--- src/design/ftft_ram.sv ---
// Generic simple dual-port RAM with one write port and a registered read port.
// No dependencies.
`timescale 1ns / 1ps
`default_nettype none
module ftft_ram #(
  parameter int WIDTH = 8,
  parameter int DEPTH = 16
) (
  input  wire logic                     clk,
  input  wire logic                     we,
  input  wire logic [$clog2(DEPTH)-1:0] waddr,
  input  wire logic [WIDTH-1:0]         wdata,
  input  wire logic                     re,
  input  wire logic [$clog2(DEPTH)-1:0] raddr,
  output logic      [WIDTH-1:0]         rdata
);

  logic [WIDTH-1:0] mem [DEPTH];

  // Write and registered read
  always_ff @(posedge clk) begin
    if (we) begin
      mem[waddr] <= wdata;
    end
    if (re) begin
      rdata <= mem[raddr];
    end
  end

endmodule
`default_nettype wire

--- config.mk ---
export PLATFORM = sky130hd
export DESIGN_NAME = ftft_ram
export DESIGN_NICKNAME = d
export VERILOG_FILES = /design/src/design/ftft_ram.sv
export SDC_FILE = /design/constraint.sdc
export NUM_CORES = 1
export LEC_CHECK = 0
export BUFFER_PORTS_ARGS = -buffer_cell sky130_fd_sc_hd__buf_2
export CAP_MARGIN = 5
export CORE_MARGIN = 1
export CORE_UTILIZATION = 40
export DETAILED_ROUTE_END_ITERATION = 8
export GPL_TIMING_DRIVEN = 0
export PLACE_DENSITY_LB_ADDON = 0.3
export SLEW_MARGIN = 40
export SYNTH_ARGS = -nofsm -noshare
export SYNTH_HDL_FRONTEND = slang
export SYNTH_SLANG_ARGS = --single-unit
--- constraint.sdc ---
create_clock -name clk -period 2.8 [get_ports clk]
set_input_delay 0.28 -clock clk [delete_from_list [all_inputs] [get_ports clk]]
set_output_delay 0.28 -clock clk [all_outputs]
set_load 0.02 [all_outputs]
# Word level (Yosys, flattened, before mapping)
# Memory sizes are Yosys's and may differ from the RTL's. A register that Yosys moved wholly into a read port is not among the register bits.
# Cells that the tools add are included.
word_totals:
  reg_bits: 0
  word_cells: 3
  out_inout_bits: 8
  inputBits: 19
  mem_bits_rw: 128
  mem_count: 1
mem_list:
  columns: ["name", "depth", "word_bits", "rd", "rd_clocked_by_memory_dff", "wr", "line_no", "text"]
  rows:
  - ["mem", 16, 8, 1, 1, 1, "18", "logic [WIDTH-1:0] mem [DEPTH];"]
op_classes:
  mux: 2
ops:
  columns: ["op", "n"]
  rows:
  - ["$mux W1", 2]

# Longest topological paths before layout
logic_depth:
  depth_word: 2
  mapped_depth: 5
  depth_no_buf: 3

# Worst setup path after synthesis
# Ideal clock, no wire load.
synth_timing:
  path_kind: "input port to flip-flop"
  start: "input port waddr[2]"
  end: "memory mem[0][0], enable pin"
  n_path_buf: 0
  arrival_time_ns: 1.390
  required_ns: 2.417
  setup_ns: 0.383
  setup_slack_ns: 1.027
  path_stages: 2
  cell_sequence: "or3b_2 > nor3_1"
synth_rtl:
  columns: ["element", "line_no", "text"]
  rows:
  - ["from (decl)", "11", "input wire logic [$clog2(DEPTH)-1:0] waddr,"]
  - ["to (decl)", "18", null]
# No word-level cell before the write port.

# Worst setup path after layout
layout_timing:
  start: "input port waddr[2]"
  end: "memory mem[2][3], enable pin"
# No word-level cell before the write port.

==> results.txt <==
- Dominant cell type by area after synthesis: sky130_fd_sc_hd__edfxtp_1
* Post-route antenna net violation count: 0
* Root cell of the clock tree: sky130_fd_sc_hd__clkbuf_16
* Pin count of the biggest net entering global routing: 17
- The worst setup path is launched from a primary input.
* Mapped Nets: ~250
* Initial DRC Count: roughly 130
* Number of buffers inserted by post-CTS setup repair: 0
- Initial Utilization: just over 40%
* Critical path arrival: 1600 ps
- Global-route wire length before repair: between 10000 and 15000 microns
* H-tree depth: 4
- The tool flagged a number of max-cap violations equal to 0.
* Core area: 12700 sq um
- Final count of pins violating max slew: 0
* Number of synthesized register bits: ~140
- In this run the worst setup path terminates at mem[2][3].
- The top cell type by area accounts for roughly four fifths of the synthesized area.
* Overall die width: ~120 microns
- Final setup violation count: 0
- The path class of the tightest hold or removal check is in2reg.
- Worst voltage drop across the vdd grid: between 0.3 and 0.4 mV
* Static Leakage: approximately 2 nW
- The die covers between 10000 and 15000 sq um.
- During placement, the flow inserted port buffers numbering 25.
- The placed instances occupy a cell area of 5590 sq um.
- The number of global-route vias before repair was about 2400.
- Total clock sinks: between 100 and 150
- In the routed layout, each cell is associated on average with a via count of approximately 5.2.
- Relative to the synthesized area, the layout overhead comes to 17.0%.
- Buffers inserted to repair hold after CTS numbered 0.
- Pin placement for this block handled 27 I/O pins.
- 0 antenna diodes ended up in the layout.
* Number of antenna violations at the first check in global routing: 0
- Counting the buffers created by CTS gives 17.
* Placed insts: roughly 430
* Nets: between 200 and 300
- Summed over all layers, the global routing overflow is 0.
* Fraction of registers with async set or reset after synthesis: 0%
* Category of the most critical setup path: in2reg
* Clk Latency, worst-skew pair: about 400 ps
- Setup repair after global routing left no endpoint under its margin.
* Vias post-DR: between 2000 and 2500
* Num rows: 41
* Routed length per placed instance: 21.4 microns
- Routability-driven placement finished with a final weighted congestion of 0.720.
* 1st-pass router iterations: 4
- Maximum clock skew at final layout: a little under 7 ps
- During synthesis, Yosys emitted a total of 0 warnings.
- In this run, post-CTS repair resized a total of 0 instances.
* Distinct cell type count after synthesis: 18
- Critical register-to-register path endpoint: rdata[0]
- In this run the worst path has a maximum fanout of 8.
* Setup crit start: waddr[2]
- Run status: complete, no violations
- The setup check on the worst reg-to-reg path leaves a slack of 1260 ps.
* TritonCTS clock tree: yes
* Total Negative Setup Slacks: 0 ps
* Largest cells by area after synthesis: sky130_fd_sc_hd__edfxtp_1, sky130_fd_sc_hd__mux4_2, sky130_fd_sc_hd__mux4_1
* Share of synthesized area occupied by flip-flops and latches: roughly four fifths
- The worst register-to-register path begins at mem[1][0].
- In this run, synthesis inferred between 100 and 150 flip-flops with an integrated enable.
* Worst Path Required: between 2000 and 3000 ps
- The final layout contains routed wiring with a total length of between 9000 and 10000 microns.
- In this run the cell area of the synthesized design comes to about 5200 sq um.
- After routing the design area is 6120 sq um.
* Minimum clock period after layout: between 1500 and 2000 ps
- Timing-limited maximum frequency: ~630 MHz
- At the pin with the least slew margin, the transition time is just over 800 ps.
* Clock tree buffer depth: 2
- Fraction of layout cells with a size suffix above 1: between 30% and 40%
- Die H: approximately 120 microns
- Final std cells w/o fill: ~460
- Max_slew headroom: between 40% and 50%
- Depth of the most critical reg-to-reg path: 3
- Across every metal layer, demand over resource in global routing totals between 10% and 20%.
* Register clock-pin slew on the reported worst setup and hold paths: roughly 50 ps
- STA classifies the critical path endpoint as a flop.
- Share of the cycle needed by the critical path after routing: 56.3%
- Synth Flop Type: sky130_fd_sc_hd__edfxtp_1
- Hold violation count in the final report: 0
* PD cells: between 700 and 800 nW/um^2
- Post-Syn Instances: ~230
* Total DRC errors in the routed layout: 0
- Once detailed placement completed, the half-perimeter wirelength came to around 6000 microns.
* Avg Synthesized Cell Area: approximately 23 sq um
==> routing by layer <==
layer / vias up / global-route usage, % / wire length, microns
li1: 1070 / - / -
met1: 1220 / 23.4 / 4350
met2: 97 / 24.5 / 4700
met3: 6 / 3.89 / 641
met4: 0 / 6.15 / 90
met5: - / 0 / 0
==> state kept, by name, indices dropped and copies added, names as in the netlist <==
signal / cells
mem: 128
rdata: 8
==> logic make-up after synthesis <==
family | count (synthesis) | share of synthesized area [%]
compound gates | 16 | 2.30
buf+inv | 10 | 1.65
flops | 136 | 78.1
mux | 32 | 14.8
simple gates | 35 | 3.14
==> power by group <==
group / switching, mW / total [mW] / internal [mW]
sequential: 0.00903 / 2.30 / 2.30
clock: 0.757 / 1.95 / 1.20
combinational: 0.139 / 0.227 / 0.0889
==> critical path, cell delays in order <==
cell,delay (ps)
sky130_fd_sc_hd__buf_2,110
sky130_fd_sc_hd__or3b_2,550
sky130_fd_sc_hd__nor2_1,650
==> layout make-up <==
class                           count  area, sq um
Timing Repair Buffer               25          125
Multi-Input combinational cell     83         1080
Tap cell                          172          215
Clock inverter                     12         85.1
Clock buffer                       20          437
Buffer                             10         86.3
Sequential cell                   136         4080
Fill cell                        1034         6550
==> placed cells by master (no fill, tap or decap) <==
master and count:
sky130_fd_sc_hd__mux4_2 18, sky130_fd_sc_hd__clkbuf_16 17, sky130_fd_sc_hd__nor2b_1 1, sky130_fd_sc_hd__nand3b_1 2, sky130_fd_sc_hd__buf_2 28, sky130_fd_sc_hd__buf_6 3
sky130_fd_sc_hd__clkinv_2 5, sky130_fd_sc_hd__mux4_1 14, sky130_fd_sc_hd__a22oi_1 16, sky130_fd_sc_hd__buf_4 1, sky130_fd_sc_hd__clkdlybuf4s25_2 3, sky130_fd_sc_hd__nand2b_1 2
sky130_fd_sc_hd__nor2_1 10, sky130_fd_sc_hd__or3b_2 1, sky130_fd_sc_hd__clkinv_1 4, sky130_fd_sc_hd__and2b_1 1, sky130_fd_sc_hd__clkinvlp_4 2, sky130_fd_sc_hd__bufinv_16 1
sky130_fd_sc_hd__edfxtp_1 136, sky130_fd_sc_hd__nor2_2 3, sky130_fd_sc_hd__nor3_2 4, sky130_fd_sc_hd__nand2_1 9, sky130_fd_sc_hd__clkbuf_1 3, sky130_fd_sc_hd__and2_1 1
sky130_fd_sc_hd__nand3_1 1
==> cells in the mapped netlist, types with 2 or more instances <==
cell type and n:
sky130_fd_sc_hd__clkdlybuf4s25_2 3, sky130_fd_sc_hd__nand3b_1 2, sky130_fd_sc_hd__edfxtp_1 136, sky130_fd_sc_hd__buf_6 3, sky130_fd_sc_hd__nor3_1 4, sky130_fd_sc_hd__nand2b_1 2
sky130_fd_sc_hd__nand2_1 9, sky130_fd_sc_hd__buf_2 3, sky130_fd_sc_hd__nor2_1 13, sky130_fd_sc_hd__mux4_2 18, sky130_fd_sc_hd__a22oi_1 16, sky130_fd_sc_hd__mux4_1 14
==> worst min path at each step <==
stage,startpoint,to,cells past startpoint
floorplan,wdata[0],mem[0][0],0
global placement,re,rdata[6],1
detailed placement,re,rdata[6],1
CTS,re,rdata[6],1
global route,re,rdata[7],1
finish,re,rdata[6],1
==> metrics by stage <==
stage	setup WS, ps	total power, mW	util (%)	hold slack [ps]
after floorplan	1030	2.47	-	379
after global placement	440	2.57	43.9	616
after detailed placement	785	2.58	44.1	628
after CTS	1200	4.52	48.2	203
after global routing	1180	4.63	48.3	216
final	1220	4.49	48.3	215
Power figures use the tool's default switching activity.
